## src/design/plane_grid_vertex_generator_assert.svh

```systemverilog
// Assertion macros for the plane grid vertex generator modules.
// No dependencies; included by the files that carry assertions.
`ifndef PLANE_GRID_VERTEX_GENERATOR_ASSERT_SVH
`define PLANE_GRID_VERTEX_GENERATOR_ASSERT_SVH
`ifndef NO_ASSERTIONS
`define PGVG_ASSERT_IMP(label, clk, rst_n, ante, cons) \
    label: assert property (@(posedge clk) disable iff (!rst_n) (ante) |-> (cons)) \
        else $error("assertion failed");
`define PGVG_ASSERT_NXT(label, clk, rst_n, ante, cons) \
    label: assert property (@(posedge clk) disable iff (!rst_n) (ante) |=> (cons)) \
        else $error("assertion failed");
`else
`define PGVG_ASSERT_IMP(label, clk, rst_n, ante, cons)
`define PGVG_ASSERT_NXT(label, clk, rst_n, ante, cons)
`endif
`endif

```

## src/design/pgvg_pkg.sv

```systemverilog
// Package of the plane grid vertex generator: widths, register indexes, state type.
// No dependencies.
package pgvg_pkg;
    localparam int MAX_SUBDIV_DEFAULT = 256;
    localparam int CFG_AW = 3;
    localparam int CFG_DW = 64;
    localparam int LEN_W = 16;
    localparam int GRID_W = 9;
    localparam int BASE_W = 24;
    localparam int FRAME_W = 64;
    localparam int COEF_W = 16;
    localparam int POS_W = 32;
    localparam int TEX_W = 17;
    localparam int IDX_W = 25;
    localparam int LOC_W = 25;
    localparam int PROD_W = COEF_W + LOC_W;
    localparam int ACC_W = 44;
    localparam int FIFO_DEPTH = 2;

    localparam logic [CFG_AW-1:0] REG_LENGTH_X = 3'd0;
    localparam logic [CFG_AW-1:0] REG_LENGTH_Y = 3'd1;
    localparam logic [CFG_AW-1:0] REG_COLUMNS = 3'd2;
    localparam logic [CFG_AW-1:0] REG_ROWS = 3'd3;
    localparam logic [CFG_AW-1:0] REG_BASE_INDEX = 3'd4;
    localparam logic [CFG_AW-1:0] REG_FRAME_X = 3'd5;
    localparam logic [CFG_AW-1:0] REG_FRAME_Y = 3'd6;
    localparam logic [CFG_AW-1:0] REG_FRAME_Z = 3'd7;

    typedef enum logic [4:0] {
        S_IDLE = 5'b00001,
        S_LAUNCH = 5'b00010,
        S_DIV = 5'b00100,
        S_MUL = 5'b01000,
        S_OUT = 5'b10000
    } t_back_state;
endpackage

```

## src/design/pgvg_front.sv

```systemverilog
// Front part: accepts input beats, resolves the vertex address and quad flags.
// Depends on pgvg_pkg.
module pgvg_front #(
    parameter int MAX_SUB = pgvg_pkg::MAX_SUBDIV_DEFAULT,
    parameter int CW = $clog2(MAX_SUB),
    parameter int SW = $clog2(MAX_SUB + 1),
    parameter int IW = 2 * CW + 2 + pgvg_pkg::IDX_W
) (
    input  logic                         i_clk,
    input  logic                         i_rst_n,
    input  logic                         i_in_valid,
    output logic                         o_in_stall,
    input  logic                         i_restart,
    input  logic [SW-1:0]                i_nc,
    input  logic [SW-1:0]                i_nr,
    input  logic [pgvg_pkg::BASE_W-1:0]  i_base,
    input  logic                         i_full,
    output logic                         o_push,
    output logic [IW-1:0]                o_item
);
    import pgvg_pkg::*;

    logic [CW-1:0] r_c, r_r, n_c, n_r;
    logic          wrap, quad, last;
    logic [CW-1:0] c_use, r_use;
    logic [SW-1:0] c1, r1;
    logic [IDX_W-1:0] tl;

    assign o_in_stall = i_full;
    assign o_push = i_in_valid && !i_full;

    always_comb begin
        wrap = i_restart || (SW'(r_c) >= i_nc) || (SW'(r_r) >= i_nr);
        c_use = wrap ? '0 : r_c;
        r_use = wrap ? '0 : r_r;
        c1 = SW'(c_use) + SW'(1);
        r1 = SW'(r_use) + SW'(1);
        quad = (c1 < i_nc) && (r1 < i_nr);
        last = (c1 == i_nc) && (r1 == i_nr);
        tl = IDX_W'(i_base) + IDX_W'(r_use) * IDX_W'(i_nc) + IDX_W'(c_use);
        if (c1 < i_nc) begin
            n_c = CW'(c1);
            n_r = r_use;
        end else begin
            n_c = '0;
            n_r = (r1 < i_nr) ? CW'(r1) : '0;
        end
    end

    assign o_item = {c_use, r_use, quad, last, tl};

    always_ff @(posedge i_clk) begin
        if (!i_rst_n) begin
            r_c <= '0;
            r_r <= '0;
        end else if (o_push) begin
            r_c <= n_c;
            r_r <= n_r;
        end
    end
endmodule

```

## src/design/pgvg_fifo.sv

```systemverilog
// Short queue between the front and back parts.
// Depends on pgvg_pkg and the assertion macro header.
`include "plane_grid_vertex_generator_assert.svh"
module pgvg_fifo #(
    parameter int W = 1,
    parameter int DEPTH = pgvg_pkg::FIFO_DEPTH
) (
    input  logic         i_clk,
    input  logic         i_rst_n,
    input  logic         i_push,
    input  logic [W-1:0] i_data,
    output logic         o_full,
    input  logic         i_pop,
    output logic         o_valid,
    output logic [W-1:0] o_data
);
    localparam int PW = (DEPTH > 1) ? $clog2(DEPTH) : 1;
    localparam int NW = $clog2(DEPTH + 1);

    logic [W-1:0]  r_mem [DEPTH];
    logic [PW-1:0] r_wp, r_rp;
    logic [NW-1:0] r_cnt;

    assign o_full = (r_cnt == NW'(DEPTH));
    assign o_valid = (r_cnt != '0);
    assign o_data = r_mem[r_rp];

    always_ff @(posedge i_clk) begin
        if (i_push) begin
            r_mem[r_wp] <= i_data;
        end
    end

    always_ff @(posedge i_clk) begin
        if (!i_rst_n) begin
            r_wp <= '0;
            r_rp <= '0;
            r_cnt <= '0;
        end else begin
            if (i_push) begin
                r_wp <= (r_wp == PW'(DEPTH - 1)) ? '0 : r_wp + PW'(1);
            end
            if (i_pop) begin
                r_rp <= (r_rp == PW'(DEPTH - 1)) ? '0 : r_rp + PW'(1);
            end
            if (i_push && !i_pop) begin
                r_cnt <= r_cnt + NW'(1);
            end else if (i_pop && !i_push) begin
                r_cnt <= r_cnt - NW'(1);
            end
        end
    end

    `PGVG_ASSERT_IMP(a_cnt_bound, i_clk, i_rst_n, 1'b1, r_cnt <= NW'(DEPTH))
    `PGVG_ASSERT_IMP(a_pop_nonempty, i_clk, i_rst_n, i_pop, o_valid)
    `PGVG_ASSERT_NXT(a_push_grows, i_clk, i_rst_n, i_push && !i_pop, r_cnt == $past(r_cnt) + NW'(1))
endmodule

```

## src/design/pgvg_div.sv

```systemverilog
// Bit-serial restoring divider, one quotient bit per cycle.
// Depends on pgvg_pkg only through its users.
module pgvg_div #(
    parameter int NW = 33,
    parameter int DW = 9
) (
    input  logic          i_clk,
    input  logic          i_rst_n,
    input  logic          i_start,
    input  logic [NW-1:0] i_num,
    input  logic [DW-1:0] i_den,
    output logic          o_done,
    output logic [NW-1:0] o_quo
);
    localparam int KW = $clog2(NW + 1);

    logic [NW-1:0] r_num, r_quo;
    logic [DW-1:0] r_rem, r_den;
    logic [KW-1:0] r_cnt;
    logic          r_busy, r_done;
    logic [DW:0]   trial;
    logic          ge;

    assign trial = {r_rem, r_num[NW-1]};
    assign ge = trial >= {1'b0, r_den};
    assign o_done = r_done;
    assign o_quo = r_quo;

    always_ff @(posedge i_clk) begin
        if (i_start) begin
            r_num <= i_num;
            r_den <= i_den;
            r_rem <= '0;
            r_quo <= '0;
        end else if (r_busy) begin
            r_num <= r_num << 1;
            r_rem <= ge ? DW'(trial - {1'b0, r_den}) : DW'(trial);
            r_quo <= {r_quo[NW-2:0], ge};
        end
    end

    always_ff @(posedge i_clk) begin
        if (!i_rst_n) begin
            r_busy <= 1'b0;
            r_done <= 1'b0;
            r_cnt <= '0;
        end else begin
            r_done <= 1'b0;
            if (i_start) begin
                r_busy <= 1'b1;
                r_cnt <= KW'(NW);
            end else if (r_busy) begin
                r_cnt <= r_cnt - KW'(1);
                if (r_cnt == KW'(1)) begin
                    r_busy <= 1'b0;
                    r_done <= 1'b1;
                end
            end
        end
    end
endmodule

```

## src/design/pgvg_back.sv

```systemverilog
// Back part: local coordinates, texture fractions, frame transform, output register.
// Depends on pgvg_pkg and pgvg_div.
module pgvg_back #(
    parameter int MAX_SUB = pgvg_pkg::MAX_SUBDIV_DEFAULT,
    parameter int CW = $clog2(MAX_SUB),
    parameter int SW = $clog2(MAX_SUB + 1),
    parameter int IW = 2 * CW + 2 + pgvg_pkg::IDX_W
) (
    input  logic                          i_clk,
    input  logic                          i_rst_n,
    input  logic                          i_item_valid,
    input  logic [IW-1:0]                 i_item,
    output logic                          o_pop,
    input  logic [SW-1:0]                 i_nc,
    input  logic [SW-1:0]                 i_nr,
    input  logic [pgvg_pkg::LEN_W-1:0]    i_len_x,
    input  logic [pgvg_pkg::LEN_W-1:0]    i_len_y,
    input  logic [pgvg_pkg::FRAME_W-1:0]  i_frame_x,
    input  logic [pgvg_pkg::FRAME_W-1:0]  i_frame_y,
    input  logic [pgvg_pkg::FRAME_W-1:0]  i_frame_z,
    output logic                          o_out_valid,
    input  logic                          i_out_stall,
    output logic [pgvg_pkg::POS_W-1:0]    o_pos_x,
    output logic [pgvg_pkg::POS_W-1:0]    o_pos_y,
    output logic [pgvg_pkg::POS_W-1:0]    o_pos_z,
    output logic [pgvg_pkg::TEX_W-1:0]    o_tex_u,
    output logic [pgvg_pkg::TEX_W-1:0]    o_tex_v,
    output logic                          o_quad_valid,
    output logic [pgvg_pkg::IDX_W-1:0]    o_corner_top_left,
    output logic [pgvg_pkg::IDX_W-1:0]    o_corner_top_right,
    output logic [pgvg_pkg::IDX_W-1:0]    o_corner_bottom_left,
    output logic [pgvg_pkg::IDX_W-1:0]    o_corner_bottom_right,
    output logic                          o_last_vertex
);
    import pgvg_pkg::*;

    localparam int NW = 25 + CW;
    localparam int DW = CW + 1;

    function automatic logic [POS_W-1:0] round_sat(input logic signed [ACC_W-1:0] v);
        logic [ACC_W-1:0] mag;
        logic [ACC_W-9:0] rr;
        logic [POS_W-1:0] res;
        mag = v[ACC_W-1] ? ACC_W'(-v) : ACC_W'(v);
        rr = (ACC_W - 8)'((mag + ACC_W'(128)) >> 8);
        if (!v[ACC_W-1]) begin
            res = (rr > (ACC_W - 8)'(32'h7FFF_FFFF)) ? 32'h7FFF_FFFF : POS_W'(rr);
        end else begin
            res = (rr > (ACC_W - 8)'(32'h8000_0000)) ? 32'h8000_0000 : POS_W'(-rr);
        end
        return res;
    endfunction

    t_back_state r_state;
    logic [CW-1:0]    r_c, r_r;
    logic             r_quad, r_last, r_neg;
    logic [IDX_W-1:0] r_tl;
    logic [1:0]       r_job, r_axis, r_ph;
    logic signed [LOC_W-1:0]  r_x, r_y;
    logic [TEX_W-1:0]         r_u, r_v;
    logic signed [PROD_W-1:0] r_prod;
    logic signed [ACC_W-1:0]  r_acc;
    logic [POS_W-1:0]         r_pos [3];
    logic [IDX_W-1:0] r_c_tl, r_c_tr, r_c_bl, r_c_br;

    logic [CW-1:0]    k;
    logic [SW-1:0]    n;
    logic [LEN_W-1:0] len;
    logic signed [SW+1:0] d;
    logic [SW:0]      ad;
    logic [NW-1:0]    num;
    logic [DW-1:0]    den;
    logic             div_start, div_done;
    logic [NW-1:0]    quo;
    logic [LOC_W-1:0] qloc;
    logic [FRAME_W-1:0] frame;
    logic signed [COEF_W-1:0] bx, by, org;

    always_comb begin
        k = r_job[0] ? r_r : r_c;
        n = r_job[0] ? (i_nr - SW'(1)) : (i_nc - SW'(1));
        len = r_job[0] ? i_len_y : i_len_x;
        d = (SW + 2)'({k, 1'b0}) - (SW + 2)'(n);
        ad = d[SW+1] ? (SW + 1)'(-d) : (SW + 1)'(d);
        if (r_job[1]) begin
            num = (NW'(k) << 17) + NW'(n);
        end else begin
            num = ((NW'(len) * NW'(ad)) << 8) + NW'(n);
        end
        den = DW'({n, 1'b0});
    end

    assign div_start = (r_state == S_LAUNCH);

    pgvg_div #(.NW(NW), .DW(DW)) u_div (
        .i_clk   (i_clk),
        .i_rst_n (i_rst_n),
        .i_start (div_start),
        .i_num   (num),
        .i_den   (den),
        .o_done  (div_done),
        .o_quo   (quo)
    );

    assign qloc = r_neg ? LOC_W'(-quo[LOC_W-1:0]) : quo[LOC_W-1:0];

    always_comb begin
        case (r_axis)
            2'd0: frame = i_frame_x;
            2'd1: frame = i_frame_y;
            default: frame = i_frame_z;
        endcase
        bx = frame[15:0];
        by = frame[31:16];
        org = frame[63:48];
    end

    assign o_pop = (r_state == S_IDLE) && i_item_valid;

    always_ff @(posedge i_clk) begin
        if (o_pop) begin
            {r_c, r_r, r_quad, r_last, r_tl} <= i_item;
        end
        if (div_start) begin
            r_neg <= d[SW+1];
        end
        if (r_state == S_DIV && div_done) begin
            case (r_job)
                2'd0: r_x <= qloc;
                2'd1: r_y <= qloc;
                2'd2: r_u <= TEX_W'(quo);
                default: r_v <= TEX_W'(quo);
            endcase
        end
        if (r_state == S_MUL) begin
            case (r_ph)
                2'd0: begin
                    r_prod <= bx * r_x;
                    r_acc <= ACC_W'(org) <<< 16;
                end
                2'd1: begin
                    r_prod <= by * r_y;
                    r_acc <= r_acc + ACC_W'(r_prod);
                end
                2'd2: r_acc <= r_acc + ACC_W'(r_prod);
                default: r_pos[r_axis] <= round_sat(r_acc);
            endcase
            if (r_ph == 2'd3 && r_axis == 2'd2) begin
                r_c_tl <= r_quad ? r_tl : '0;
                r_c_tr <= r_quad ? r_tl + IDX_W'(1) : '0;
                r_c_bl <= r_quad ? r_tl + IDX_W'(i_nc) : '0;
                r_c_br <= r_quad ? r_tl + IDX_W'(i_nc) + IDX_W'(1) : '0;
            end
        end
    end

    always_ff @(posedge i_clk) begin
        if (!i_rst_n) begin
            r_state <= S_IDLE;
            r_job <= '0;
            r_axis <= '0;
            r_ph <= '0;
        end else begin
            case (r_state)
                S_IDLE: begin
                    if (i_item_valid) begin
                        r_job <= '0;
                        r_state <= S_LAUNCH;
                    end
                end
                S_LAUNCH: r_state <= S_DIV;
                S_DIV: begin
                    if (div_done) begin
                        if (r_job == 2'd3) begin
                            r_axis <= '0;
                            r_ph <= '0;
                            r_state <= S_MUL;
                        end else begin
                            r_job <= r_job + 2'd1;
                            r_state <= S_LAUNCH;
                        end
                    end
                end
                S_MUL: begin
                    r_ph <= r_ph + 2'd1;
                    if (r_ph == 2'd3) begin
                        if (r_axis == 2'd2) begin
                            r_state <= S_OUT;
                        end else begin
                            r_axis <= r_axis + 2'd1;
                        end
                    end
                end
                S_OUT: begin
                    if (!i_out_stall) begin
                        r_state <= S_IDLE;
                    end
                end
                default: r_state <= S_IDLE;
            endcase
        end
    end

    assign o_out_valid = (r_state == S_OUT);
    assign o_pos_x = r_pos[0];
    assign o_pos_y = r_pos[1];
    assign o_pos_z = r_pos[2];
    assign o_tex_u = r_u;
    assign o_tex_v = r_v;
    assign o_quad_valid = r_quad;
    assign o_last_vertex = r_last;
    assign o_corner_top_left = r_c_tl;
    assign o_corner_top_right = r_c_tr;
    assign o_corner_bottom_left = r_c_bl;
    assign o_corner_bottom_right = r_c_br;
endmodule

```

## src/design/plane_grid_vertex_generator.sv

```systemverilog
// Top level of the plane grid vertex generator: configuration registers and wiring.
// Depends on pgvg_pkg, pgvg_front, pgvg_fifo and pgvg_back.
//
//   channel  | handshake                    | payload
//   input    | i_in_valid / o_in_stall      | i_restart
//   output   | o_out_valid / i_out_stall    | o_pos_*, o_tex_*, o_quad_valid, o_corner_*, o_last_vertex
//   config   | i_cfg_we                     | i_cfg_addr, i_cfg_data
//
// The back part works on one vertex at a time, with NW = 25 + log2(MAX_SUBDIV) quotient bits per division;
// its four divisions share the bit-serial divider, and it takes a new vertex only after the last is sent.
// The front part takes a beat whenever the two-entry queue has room.
// Reset is synchronous and active low and restores the register defaults and vertex 0.
// A stalled output holds its beat while the front part keeps taking input beats until the queue is full.
module plane_grid_vertex_generator #(
    parameter int MAX_SUBDIV = pgvg_pkg::MAX_SUBDIV_DEFAULT
) (
    input  logic                          i_clk,
    input  logic                          i_rst_n,
    input  logic                          i_cfg_we,
    input  logic [pgvg_pkg::CFG_AW-1:0]   i_cfg_addr,
    input  logic [pgvg_pkg::CFG_DW-1:0]   i_cfg_data,
    input  logic                          i_in_valid,
    output logic                          o_in_stall,
    input  logic                          i_restart,
    output logic                          o_out_valid,
    input  logic                          i_out_stall,
    output logic [pgvg_pkg::POS_W-1:0]    o_pos_x,
    output logic [pgvg_pkg::POS_W-1:0]    o_pos_y,
    output logic [pgvg_pkg::POS_W-1:0]    o_pos_z,
    output logic [pgvg_pkg::TEX_W-1:0]    o_tex_u,
    output logic [pgvg_pkg::TEX_W-1:0]    o_tex_v,
    output logic                          o_quad_valid,
    output logic [pgvg_pkg::IDX_W-1:0]    o_corner_top_left,
    output logic [pgvg_pkg::IDX_W-1:0]    o_corner_top_right,
    output logic [pgvg_pkg::IDX_W-1:0]    o_corner_bottom_left,
    output logic [pgvg_pkg::IDX_W-1:0]    o_corner_bottom_right,
    output logic                          o_last_vertex
);
    import pgvg_pkg::*;

    localparam int CW = $clog2(MAX_SUBDIV);
    localparam int SW = $clog2(MAX_SUBDIV + 1);
    localparam int IW = 2 * CW + 2 + IDX_W;

    logic [LEN_W-1:0]   r_len_x, r_len_y;
    logic [GRID_W-1:0]  r_cols, r_rows;
    logic [BASE_W-1:0]  r_base;
    logic [FRAME_W-1:0] r_fx, r_fy, r_fz;
    logic [SW-1:0]      nc, nr;
    logic               push, full, pop, qvalid;
    logic [IW-1:0]      item_in, item_out;

    always_ff @(posedge i_clk) begin
        if (!i_rst_n) begin
            r_len_x <= LEN_W'(256);
            r_len_y <= LEN_W'(256);
            r_cols <= GRID_W'(2);
            r_rows <= GRID_W'(2);
            r_base <= '0;
            r_fx <= FRAME_W'(64'h0000_0000_0000_0100);
            r_fy <= FRAME_W'(64'h0000_0000_0100_0000);
            r_fz <= FRAME_W'(64'h0000_0100_0000_0000);
        end else if (i_cfg_we) begin
            case (i_cfg_addr)
                REG_LENGTH_X: r_len_x <= i_cfg_data[LEN_W-1:0];
                REG_LENGTH_Y: r_len_y <= i_cfg_data[LEN_W-1:0];
                REG_COLUMNS: r_cols <= i_cfg_data[GRID_W-1:0];
                REG_ROWS: r_rows <= i_cfg_data[GRID_W-1:0];
                REG_BASE_INDEX: r_base <= i_cfg_data[BASE_W-1:0];
                REG_FRAME_X: r_fx <= i_cfg_data;
                REG_FRAME_Y: r_fy <= i_cfg_data;
                REG_FRAME_Z: r_fz <= i_cfg_data;
                default: ;
            endcase
        end
    end

    always_comb begin
        if (r_cols < GRID_W'(2)) begin
            nc = SW'(2);
        end else if (32'(r_cols) > MAX_SUBDIV) begin
            nc = SW'(MAX_SUBDIV);
        end else begin
            nc = SW'(r_cols);
        end
        if (r_rows < GRID_W'(2)) begin
            nr = SW'(2);
        end else if (32'(r_rows) > MAX_SUBDIV) begin
            nr = SW'(MAX_SUBDIV);
        end else begin
            nr = SW'(r_rows);
        end
    end

    pgvg_front #(.MAX_SUB(MAX_SUBDIV)) u_front (
        .i_clk      (i_clk),
        .i_rst_n    (i_rst_n),
        .i_in_valid (i_in_valid),
        .o_in_stall (o_in_stall),
        .i_restart  (i_restart),
        .i_nc       (nc),
        .i_nr       (nr),
        .i_base     (r_base),
        .i_full     (full),
        .o_push     (push),
        .o_item     (item_in)
    );

    pgvg_fifo #(.W(IW)) u_fifo (
        .i_clk   (i_clk),
        .i_rst_n (i_rst_n),
        .i_push  (push),
        .i_data  (item_in),
        .o_full  (full),
        .i_pop   (pop),
        .o_valid (qvalid),
        .o_data  (item_out)
    );

    pgvg_back #(.MAX_SUB(MAX_SUBDIV)) u_back (
        .i_clk                 (i_clk),
        .i_rst_n               (i_rst_n),
        .i_item_valid          (qvalid),
        .i_item                (item_out),
        .o_pop                 (pop),
        .i_nc                  (nc),
        .i_nr                  (nr),
        .i_len_x               (r_len_x),
        .i_len_y               (r_len_y),
        .i_frame_x             (r_fx),
        .i_frame_y             (r_fy),
        .i_frame_z             (r_fz),
        .o_out_valid           (o_out_valid),
        .i_out_stall           (i_out_stall),
        .o_pos_x               (o_pos_x),
        .o_pos_y               (o_pos_y),
        .o_pos_z               (o_pos_z),
        .o_tex_u               (o_tex_u),
        .o_tex_v               (o_tex_v),
        .o_quad_valid          (o_quad_valid),
        .o_corner_top_left     (o_corner_top_left),
        .o_corner_top_right    (o_corner_top_right),
        .o_corner_bottom_left  (o_corner_bottom_left),
        .o_corner_bottom_right (o_corner_bottom_right),
        .o_last_vertex         (o_last_vertex)
    );
endmodule
```

## config.mk

```make
export PLATFORM = sky130hd
export DESIGN_NAME = plane_grid_vertex_generator
export DESIGN_NICKNAME = d
export VERILOG_FILES = /design/src/design/pgvg_pkg.sv /design/src/design/pgvg_front.sv /design/src/design/pgvg_fifo.sv /design/src/design/pgvg_div.sv /design/src/design/pgvg_back.sv /design/src/design/plane_grid_vertex_generator.sv
export VERILOG_INCLUDE_DIRS = /design/src /design/src/design
export SDC_FILE = /design/constraint.sdc
export NUM_CORES = 2
export LEC_CHECK = 0
export ABC_AREA = 1
export BUFFER_PORTS_ARGS = -buffer_cell sky130_fd_sc_hd__buf_4
export CAP_MARGIN = 0
export CORE_ASPECT_RATIO = 0.5
export CORE_MARGIN = 3
export CORE_UTILIZATION = 35
export DETAILED_ROUTE_END_ITERATION = 12
export PLACE_DENSITY_LB_ADDON = 0.05
export SYNTH_ARGS = -nofsm -noshare
export SYNTH_HDL_FRONTEND = slang
export SYNTH_HIERARCHICAL = 1
export SYNTH_SLANG_ARGS = --single-unit
```

## constraint.sdc

```tcl
create_clock -name i_clk -period 14.3 [get_ports i_clk]
set_input_delay 2.86 -clock i_clk [delete_from_list [all_inputs] [get_ports i_clk]]
set_output_delay 2.86 -clock i_clk [all_outputs]
set_load 0.01 [all_outputs]
```

==> results.ini <==
[placed_design]
port-buffer-count = 290
hpwl_um = 212000
routability_cong = 0.893
place.detailed.instances = 12559

[critical_path]
critPathSlowestCell = nand3_1
worstSetupPathType = register to register
critical_path_arrival_ns = 11.36
crit_family = simple AND/OR/NAND/NOR gates
cp_common_cell = nand2_1
timing.critical_path.fanout_max = 14
worst_path_bufs_invs = 9
critPathCaptureType = register
timing.critical_path.slowest_cell_delay_ns = 0.57
crit_required_ns = 14.88
crit_start_category = register

[worst_hold_path]
timing.hold.worst.class = register to register

[floorplanning]
io-pin-count = 307
chipHeight_um = 342
rows = 122
die_w_um = 679
floorplan.initialDensity_pct = 35.5
core-area_um2 = 223000
die_area_um2 = 232000

[clock_tree]
cts.repair_timing.setup_buffer_count = 0
cts_repair_resize_count = 0
worstSkewPairLatency_ns = 0.72
clk_root_buffer_cell = clkbuf_16
tritoncts = yes
cts_buffers = 85
cts-hold-fix-buffers = 0
cts.sinks = 829
cts_htree_levels = 3
cts_buffer_depth = 3
clk_pin_slew_ns = 0.07

[run]
maxCapViolations = 0

[global_route]
grt_pass1_vias = 63437
first_pass_grt_wire_length_um = 407000
grt-ovfl-total = 0
maximum_number_of_pins_on_one_net_before_global_route_repair = 107
grt_antenna_before_repair = 19
track_usage_pct = 23.1

[cells_and_area]
area_growth_pct = 10.4
num-fill-cells = 23088
layoutNonFillerInstCount = 12724
drive_above_1_share_pct = 8.16
layout.core_utilization_pct = 39.2
design.final.nets = 11141

[detailed_routing]
route.met2.wl_um = 120000
route.antenna.remaining_nets = 0
drt_pass1_iterations = 6
topRoutingLayerUsed = met4
met3_wirelength_um = 13700
vias_per_cell = 4.93
drt-wirelength-per-cell_um = 21.1
dr_total_vias = 62678
routed_wl_um = 269000
wirelength_met1_um = 131000
remaining_drc_errors = 0
detail_route.iter0.violations = 4409

[synth]
synth_area_per_cell_um2 = 8.35
mappedNetlistNets = 10952
postSynthCellCount = 9481
yosys_warnings = 6
mappedNetlistArea_um2 = 79200

[power]
cellLeakagePower_nw = 40.2
ir_drop_mv = 0.105
power.density_nw_per_um2 = 138

[timing]
grt_setup_unrepaired = false
tightest_slew_ns = 1.35
slew_viol_final = 0
fin_setup_tns_ns = 0
clock-skew-final_ns = 0.0599
period_needed_ns = 10.78
post_route_clock_period_utilization_pct = 75.4
max_slew_margin_pct = 9.24
setup_violations = 0
report.final.hold_viol_count = 0
peak_clock_frequency_supported_by_timing_mhz = 92.8

[run_status]
run_status = completed

-- cells in the final DEF, fill, tap and decap left out, types with 266 or more instances in the layout --
cell type / instances
a21oi_1: 367
dfxtp_1: 290
edfxtp_1: 537
fa_1: 950
buf_4: 398
ha_1: 445
o21ai_0: 434
nand3_1: 266
nor2_1: 1301
inv_1: 1763
nand2_1: 1834
-- tightest hold or removal path: cells and delay by family (launching register included) --
kind	cells	cell delay (ns)
and+or+nand+nor	2	0.13
DFF	1	0.32
-- sequential cells by signal (all words and copies together) (netlist names), 33 cells and up, named ones only --
name                count
u_back/r_pos           96
u_fifo/r_mem           86
r_fx                   48
r_fy                   48
r_fz                   48
u_back/r_acc           44
u_back/r_prod          41
u_back/u_div/r_num     33
-- worst paths after layout --
check	end	slack [ns]	startpoint	depth (start not counted)
hold / removal	r_len_x[8]$_SDFFE_PN1P_	0.48	r_len_x[8]$_SDFFE_PN1P_	2
hold reg to reg	r_len_x[8]$_SDFFE_PN1P_	0.48	r_len_x[8]$_SDFFE_PN1P_	2
setup reg to reg	u_back/u_div/r_num[31]$_DFFE_PP_	3.52	r_rows[8]$_SDFFE_PN0P_	48
setup / recovery	u_back/u_div/r_num[31]$_DFFE_PP_	3.52	r_rows[8]$_SDFFE_PN0P_	48
-- where the power goes --
group | internal [mW] | switching [mW]
clock network | 1.26 | 1.05
logic | 2.09 | 4.46
registers | 2.97 | 0.190
-- per-layer routing --
| metal | up-vias | GRT usage (%) |
|---|---|---|
| li1 | 29958 | - |
| met1 | 31162 | 34.1 |
| met2 | 1351 | 36.6 |
| met3 | 207 | 3.31 |
| met4 | 0 | 3.73 |
| met5 | - | 0 |
-- per-stage QoR --
step                      cell area [um^2]  power (mW)  hold WS (ns)  setup WS [ns]
after global placement               84600        9.78         0.459           3.53
after detailed placement             84600        9.78         0.457           3.53
after CTS                            87400        12.2         0.475           3.47
final                                87400        12.0         0.478           3.52
after global routing                 87400        13.1         0.503           2.53
after floorplan                      79200        7.60         0.442           5.22
-- area by class of cell --
cell class                 instances  area, um^2  area share (%)
tap                             2976        3720            4.26
antenna                            6        15.0          0.0172
sequential                       829       22000            25.1
inverter                        1806        6790            7.77
multi-input combinational       6549       49100            56.2
clock inverter                    53         552           0.631
clock buffer                     106        2260            2.58
timing repair buffer             399        3000            3.43
(Power assumes the default switching activity.)
